[config.mk]
export PLATFORM = sky130hd
export DESIGN_NAME = ffha_ctrl
export DESIGN_NICKNAME = d
export VERILOG_FILES = /design/src/design/ffha_pkg.sv /design/src/design/ffha_ctrl.sv
export VERILOG_INCLUDE_DIRS = /design/src /design/src/design
export SDC_FILE = /design/constraint.sdc
export NUM_CORES = 2
export LEC_CHECK = 0
export BUFFER_PORTS_ARGS = -buffer_cell sky130_fd_sc_hd__buf_2
export CORE_ASPECT_RATIO = 0.8
export CORE_MARGIN = 3
export CORE_UTILIZATION = 56
export CTS_CLUSTER_SIZE = 30
export DETAILED_ROUTE_END_ITERATION = 6
export PLACE_DENSITY = 0.88
export SYNTH_ARGS = -nofsm -noshare
export SYNTH_HDL_FRONTEND = slang
export SYNTH_SLANG_ARGS = --single-unit
[constraint.sdc]
create_clock -name clk -period 12.4 [get_ports clk]
set_input_delay 0.62 -clock clk [delete_from_list [all_inputs] [get_ports clk]]
set_output_delay 0.62 -clock clk [all_outputs]
set_load 0.02 [all_outputs]
[src/design/first_fit_heap_allocator_defines.svh]
// Assertion macros for the heap allocator.
`ifndef FIRST_FIT_HEAP_ALLOCATOR_DEFINES_SVH
`define FIRST_FIT_HEAP_ALLOCATOR_DEFINES_SVH
`ifndef SYNTHESIS
// Check that a property holds at every clock edge outside reset.
`define FFHA_ASSERT(lbl, clk, rst, prop) \
  lbl: assert property (@(posedge clk) disable iff (rst) (prop)) \
    else $error("ffha assertion failed");
// Check that a condition never holds outside reset.
`define FFHA_NEVER(lbl, clk, rst, cond) \
  lbl: assert property (@(posedge clk) disable iff (rst) !(cond)) \
    else $error("ffha forbidden condition");
`else
`define FFHA_ASSERT(lbl, clk, rst, prop)
`define FFHA_NEVER(lbl, clk, rst, cond)
`endif
`endif

[src/design/ffha_pkg.sv]
package ffha_pkg;

  localparam int MAX_BLOCKS   = 256;
  localparam int HEADER_BYTES = 24;
  // Alignment must stay a power of two; rounding is done with a mask.
  localparam int ALIGN_BYTES  = 16;
  localparam int ALIGN_LOG    = $clog2(ALIGN_BYTES);

  localparam int ADDR_W = 48;
  localparam int SIZE_W = 25;

  localparam logic [1:0] STATUS_OK      = 2'd0;
  localparam logic [1:0] STATUS_NO_FIT  = 2'd1;
  localparam logic [1:0] STATUS_UNKNOWN = 2'd2;

  localparam logic ACTION_ALLOC   = 1'b0;
  localparam logic ACTION_RELEASE = 1'b1;

  localparam logic REG_HEAP_BASE  = 1'b0;
  localparam logic REG_HEAP_BYTES = 1'b1;

  typedef struct packed {
    logic              action;
    logic [SIZE_W-1:0] request_bytes;
    logic [ADDR_W-1:0] payload_address;
  } req_t;

  typedef struct packed {
    logic [ADDR_W-1:0] granted_address;
    logic [1:0]        status;
  } resp_t;

  // Block table entry without the link field.
  typedef struct packed {
    logic              free;
    logic [SIZE_W-1:0] size;
  } entry_t;

endpackage

[src/design/ffha_ctrl.sv]
`include "first_fit_heap_allocator_defines.svh"
module ffha_ctrl #(
  parameter int MAX_BLOCKS = ffha_pkg::MAX_BLOCKS,
  parameter int IW = $clog2(MAX_BLOCKS),
  parameter int NW = $clog2(MAX_BLOCKS + 1)
) (
  input  logic                        clk,
  input  logic                        rst,
  input  logic                        reinit,
  input  logic [ffha_pkg::ADDR_W-1:0] start_addr,
  input  logic [ffha_pkg::SIZE_W-1:0] first_size,
  input  logic                        in_valid,
  output logic                        in_stall,
  input  ffha_pkg::req_t              in_data,
  output logic                        out_valid,
  input  logic                        out_stall,
  output ffha_pkg::resp_t             out_data,
  output logic                        we,
  output logic [IW-1:0]               waddr,
  output ffha_pkg::entry_t            wentry,
  output logic [NW-1:0]               wnext,
  output logic                        re,
  output logic [IW-1:0]               raddr,
  input  ffha_pkg::entry_t            rentry,
  input  logic [NW-1:0]               rnext
);

  localparam int SW = ffha_pkg::SIZE_W;
  localparam int AW = ffha_pkg::ADDR_W;
  localparam logic [NW-1:0] LIST_END = NW'(MAX_BLOCKS);
  localparam logic [IW-1:0] LAST_SLOT = IW'(MAX_BLOCKS - 1);

  typedef enum logic [3:0] {
    S_INIT, S_IDLE, S_CHK, S_SCAN, S_SPLIT, S_MRD, S_MCUR, S_MN, S_FIN
  } state_t;

  state_t          state;
  logic            is_release;
  logic [SW:0]     wanted;
  logic [AW-1:0]   target;
  logic [AW-1:0]   pos;
  logic [IW-1:0]   cur;
  logic [IW-1:0]   scan;
  logic [IW-1:0]   tslot;
  logic [SW-1:0]   c_size;
  logic            c_free;
  logic [NW-1:0]   c_next;
  logic [MAX_BLOCKS-1:0] slot_used;
  ffha_pkg::resp_t res;

  logic        accept;
  logic [SW:0] req_round;
  logic        fit, split_ok, hit, at_end, merge;
  logic [SW+1:0] split_need;
  logic [SW-1:0] msize;

  assign accept    = in_valid && !in_stall;
  assign in_stall  = (state != S_IDLE);
  assign req_round = ({1'b0, in_data.request_bytes} + (SW+1)'(ffha_pkg::ALIGN_BYTES - 1))
                     & ~(SW+1)'(ffha_pkg::ALIGN_BYTES - 1);
  assign fit       = rentry.free && ({1'b0, rentry.size} >= wanted);
  assign split_need = {1'b0, wanted}
                      + (SW+2)'(ffha_pkg::HEADER_BYTES + ffha_pkg::ALIGN_BYTES);
  assign split_ok  = {2'b00, rentry.size} >= split_need;
  assign hit       = (pos == target);
  assign at_end    = (rnext >= LIST_END);
  assign merge     = c_free && rentry.free;
  assign msize     = c_size + SW'(ffha_pkg::HEADER_BYTES) + rentry.size;

  // Memory port control.
  always_comb begin
    we     = 1'b0;
    waddr  = cur;
    wentry = rentry;
    wnext  = rnext;
    re     = 1'b0;
    raddr  = rnext[IW-1:0];
    case (state)
      S_INIT: begin
        we     = 1'b1;
        waddr  = '0;
        wentry = '{free: 1'b1, size: first_size};
        wnext  = LIST_END;
      end
      S_IDLE: begin
        raddr = '0;
        if (accept) begin
          if (in_data.action == ffha_pkg::ACTION_RELEASE) begin
            re = (in_data.payload_address != '0);
          end else begin
            re = (in_data.request_bytes != '0);
          end
        end
      end
      S_CHK: begin
        if (!is_release && fit) begin
          if (!split_ok) begin
            we     = 1'b1;
            wentry = '{free: 1'b0, size: rentry.size};
          end
        end else if (is_release && hit) begin
          we     = 1'b1;
          wentry = '{free: 1'b1, size: rentry.size};
        end else begin
          re = !at_end;
        end
      end
      S_SCAN: begin
        if (!slot_used[scan]) begin
          we     = 1'b1;
          waddr  = scan;
          wentry = '{free: 1'b1,
                     size: SW'(c_size - wanted[SW-1:0] - SW'(ffha_pkg::HEADER_BYTES))};
          wnext  = c_next;
        end else if (scan == LAST_SLOT) begin
          we     = 1'b1;
          wentry = '{free: 1'b0, size: c_size};
          wnext  = c_next;
        end
      end
      S_SPLIT: begin
        we     = 1'b1;
        wentry = '{free: 1'b0, size: wanted[SW-1:0]};
        wnext  = NW'(tslot);
      end
      S_MRD: begin
        re    = 1'b1;
        raddr = '0;
      end
      S_MCUR: begin
        re = !at_end;
      end
      S_MN: begin
        if (merge) begin
          we     = 1'b1;
          wentry = '{free: c_free, size: msize};
        end
        re = !at_end;
      end
      default: ;
    endcase
  end

  always_ff @(posedge clk) begin
    if (rst) begin
      state     <= S_INIT;
      out_valid <= 1'b0;
      slot_used <= '0;
    end else begin
      // Load a finished item into the output register, or drop the one taken.
      if ((state == S_FIN) && (!out_valid || !out_stall)) begin
        out_valid <= 1'b1;
        out_data  <= res;
      end else if (out_valid && !out_stall) begin
        out_valid <= 1'b0;
      end
      if (reinit) begin
        state <= S_INIT;
      end else begin
        case (state)
          S_INIT: begin
            slot_used <= MAX_BLOCKS'(1);
            state     <= S_IDLE;
          end
          S_IDLE: begin
            if (accept) begin
              is_release <= (in_data.action == ffha_pkg::ACTION_RELEASE);
              wanted     <= req_round;
              target     <= in_data.payload_address;
              pos        <= start_addr + AW'(ffha_pkg::HEADER_BYTES);
              cur        <= '0;
              if (in_data.action == ffha_pkg::ACTION_RELEASE) begin
                res   <= '{granted_address: '0, status: ffha_pkg::STATUS_OK};
                state <= (in_data.payload_address != '0) ? S_CHK : S_FIN;
              end else if (in_data.request_bytes == '0) begin
                res   <= '{granted_address: '0, status: ffha_pkg::STATUS_NO_FIT};
                state <= S_FIN;
              end else begin
                res   <= '{granted_address: '0, status: ffha_pkg::STATUS_OK};
                state <= S_CHK;
              end
            end
          end
          S_CHK: begin
            c_size <= rentry.size;
            c_next <= rnext;
            if (!is_release && fit) begin
              res.granted_address <= pos;
              scan                <= '0;
              state               <= split_ok ? S_SCAN : S_FIN;
            end else if (is_release && hit) begin
              state <= S_MRD;
            end else begin
              pos <= pos + AW'(ffha_pkg::HEADER_BYTES) + AW'(rentry.size);
              cur <= rnext[IW-1:0];
              if (at_end) begin
                res.status <= is_release ? ffha_pkg::STATUS_UNKNOWN : ffha_pkg::STATUS_NO_FIT;
                state      <= S_FIN;
              end
            end
          end
          S_SCAN: begin
            if (!slot_used[scan]) begin
              slot_used[scan] <= 1'b1;
              tslot           <= scan;
              state           <= S_SPLIT;
            end else if (scan == LAST_SLOT) begin
              state <= S_FIN;
            end else begin
              scan <= scan + 1'b1;
            end
          end
          S_SPLIT: begin
            state <= S_FIN;
          end
          S_MRD: begin
            state <= S_MCUR;
          end
          S_MCUR: begin
            cur    <= '0;
            c_size <= rentry.size;
            c_free <= rentry.free;
            c_next <= rnext;
            state  <= at_end ? S_FIN : S_MN;
          end
          S_MN: begin
            // Merge the neighbor into cur, or step cur onto it.
            if (merge) begin
              c_size                      <= msize;
              slot_used[c_next[IW-1:0]]   <= 1'b0;
            end else begin
              cur    <= c_next[IW-1:0];
              c_size <= rentry.size;
              c_free <= rentry.free;
            end
            c_next <= rnext;
            if (at_end) begin
              state <= S_FIN;
            end
          end
          S_FIN: begin
            if (!out_valid || !out_stall) begin
              state <= S_IDLE;
            end
          end
          default: state <= S_INIT;
        endcase
      end
    end
  end

  `FFHA_ASSERT(a_busy_after_accept, clk, rst, accept |=> in_stall)
  `FFHA_NEVER(a_rw_same_entry, clk, rst, we && re && (waddr == raddr))
  `FFHA_ASSERT(a_result_from_fin, clk, rst,
               ($rose(out_valid) |-> $past(state) == S_FIN))
  `FFHA_NEVER(a_no_write_idle, clk, rst, (state == S_IDLE) && we)

endmodule

==> flow_summary.json <==
{
  "synth_edf_count": 278,
  "globalplace.congestion": 0.985,
  "grt_pass1_vias": 30200,
  "syn_inst": 3763,
  "cts_resized": 0,
  "most-common-layout-cells": "nand2_1, a21oi_1, buf_2",
  "nets": 4267,
  "drc": 50,
  "violations": "design-rule violations",
  "leakage_nw": 14.0,
  "critPathSlowestCell": "nor3_2",
  "slew-limit-headroom_pct": 6.21,
  "path_clk_slew_ns": 0.07,
  "async_reset_ff_share_pct": 0,
  "yosysUniqueCellTypes": 84,
  "start_kind": "register",
  "track_usage_pct": 35.6,
  "path_cells": "buf_4, mux4_1, mux2i_1, mux4_2, o22ai_1, o31ai_2, nor2_1, nor3_2, a222oi_1, o21ai_0, buf_2",
  "cts_buffer_depth": 3,
  "yosysSeqAreaShare_pct": 40.6,
  "core-area_um2": 58600,
  "cp.required_ns": 11.78,
  "finalClockSkew_ns": 0.0304,
  "worstHoldPathType": "primary input to register",
  "io-pin-count": 292,
  "drive_gt1_share_pct": 13.0,
  "dieArea_um2": 62700,
  "tns_ns": 0,
  "grt_start_max_net_pins": 98,
  "portBuffers": 291,
  "synth_area_per_cell_um2": 8.89,
  "cp.arrival_ns": 6.20,
  "final_hold_viol_count": 0,
  "period_needed_ns": 6.82,
  "htree_levels": 2,
  "worstPathMaxFanout": 50,
  "synth_area_leaders": "edfxtp_1, dfxtp_1, ha_1, a21oi_1, nand2_1",
  "die_w_um": 279,
  "grt_pass1_wl_mm": 175,
  "ctsRootBufferMaster": "clkbuf_16",
  "max_cap_violations": 0,
  "area_growth_pct": 10.7,
  "rsz0062_at_grt": "no",
  "final_common_cell": "nand2_1",
  "wirelength_mm": 116,
  "wl_per_cell_um": 24.7,
  "num_rows": 79,
  "start_util_pct": 57.1,
  "final_antenna_net_count": 0,
  "overflow": 0,
  "yosysWarningCount": 0,
  "cts_buffers": 52,
  "dr.pass1.iters": 7,
  "cp_slowest_stage_delay_ns": 1.05,
  "ys_ff_latch": 539,
  "setup_viol": 0,
  "drt_iter0_drc": 6314,
  "synth_ff_type": "edfxtp_1",
  "run_status": "finished with violations",
  "ctsHoldBuffers": 0,
  "vias": 32700,
  "ir_worst_vdd_mv": 0.0956,
  "period_share_pct": 55.0,
  "antenna_found_initial": 8,
  "dieHeight_um": 225,
  "r2r_setup_slack_ns": 6.28,
  "fmax_mhz": 147,
  "clock_latency_ns": 0.64,
  "total_power_w": 0.00401,
  "synth_top_cell_area_share_pct": 25.0,
  "report.final.slew_viol_count": 0,
  "cts_tree": "yes",
  "power_density_nw_per_um2": 108,
  "hold_slack_ns": 0.174,
  "cts.sinks": 539,
  "syn_nets": 4139,
  "post_cts_buffers": 0,
  "crit_type": "register to primary output",
  "dp_hpwl_mm": 77.8,
  "synth_top_area_cell": "edfxtp_1",
  "syn_area_um2": 33500,
  "critPathCaptureType": "primary output",
  "worstMarginPinSlew_ns": 1.41,
  "viasPerCell": 6.95
}
-- routing by layer --
metal,track usage [%],up-vias,part of all wire (%)
met2,50.1,2836,41
met4,17.8,11,5.7
li1,-,14100,-
met5,0.603,-,0.13
met3,13.3,564,17
met1,48.2,15200,37
-- Yosys cell counts, drive strengths merged (7+ instances only) --
| cell type | count |
|---|---|
| xnor2 | 108 |
| ha | 187 |
| or3 | 12 |
| a31oi | 260 |
| and3 | 66 |
| a21o | 49 |
| or2 | 7 |
| o22ai | 17 |
| o31ai | 8 |
| nor2b | 32 |
| a22o | 10 |
| a22oi | 18 |
| o21a | 12 |
| a221o | 7 |
| nand4 | 36 |
| o211ai | 18 |
| mux4 | 47 |
| and2 | 17 |
| clkbuf | 205 |
| xor2 | 85 |
| inv | 156 |
| nand2b | 30 |
| o21ai | 125 |
| a222oi | 10 |
| nand3 | 69 |
| nor2 | 189 |
| a21oi | 382 |
| mux2i | 82 |
| edfxtp | 278 |
| dfxtp | 261 |
| nand2 | 459 |
| a211oi | 18 |
| a221oi | 13 |
| nor4 | 32 |
| buf | 64 |
| nor3 | 297 |
| o21bai | 9 |
-- critical path: cells and delay by family, from the launching register on --
kind / cells / cell delay [ns]
buf+inv: 2 / 1.09
simple gates: 2 / 1.20
mux: 3 / 1.19
flops: 1 / 0.70
compound gates: 4 / 1.33
-- path summary, 6_finish.rpt --
kind	from	to	depth (start not counted)
setup / recovery	scan[0]$_SDFFCE_PN0P_	wentry[1]	11
hold / removal	in_data[32]	target[32]$_DFFE_PP_	1
setup reg to reg	scan[0]$_SDFFCE_PN0P_	slot_used[147]$_SDFFE_PP0P_	11
hold reg to reg	res[21]$_SDFFCE_PN0P_	out_data[21]$_DFFE_PP_	0
-- registers in the layout (all words and copies together) (netlist names) --
name	count
c_size	25
out_data	50
cur	8
wanted	22
scan	8
res	50
pos	48
slot_used	256
out_valid	1
c_next	9
c_free	1
state	4
is_release	1
target	48
tslot	8
-- layout make-up --
| class | instances | area [um2] |
|---|---|---|
| Tap cell | 769 | 962 |
| Fill cell | 4581 | 21600 |
| Sequential cell | 539 | 13600 |
| Inverter | 156 | 586 |
| Clock buffer | 67 | 1410 |
| Timing Repair Buffer | 343 | 1860 |
| Antenna cell | 5 | 12.5 |
| Multi-Input combinational cell | 2799 | 18300 |
| Clock inverter | 27 | 298 |
-- stage by stage --
stage,cells,utilization [%],setup WS (ns),area [um2]
2_1_floorplan,3763,-,7.15,33500
5_1_grt,4704,63.1,5.51,37000
6_report,4705,63.2,5.58,37000
4_1_cts,4700,63.1,5.91,37000
3_3_place_gp,4606,60.2,6.77,35300
3_5_place_dp,4606,60.2,6.61,35300
-- where the power goes --
group | internal [W] | leakage [nW] | switching (W)
Clock | 0.000910 | 0.829 | 0.000736
Sequential | 0.00188 | 4.65 | 0.0000125
Combinational | 0.000168 | 8.55 | 0.000300
-- logic make-up after synthesis --
group	after synthesis	synth area share, %
AOI/OAI and AO/OA	1009	18.3
and+or+nand+nor	1276	17.9
muxes	132	5.83
DFF	539	40.6
xor gates and xnor gates	193	5.05
adders and majority gates	189	7.11
buffers and inverters	425	5.23
(Power assumes the default switching activity.)
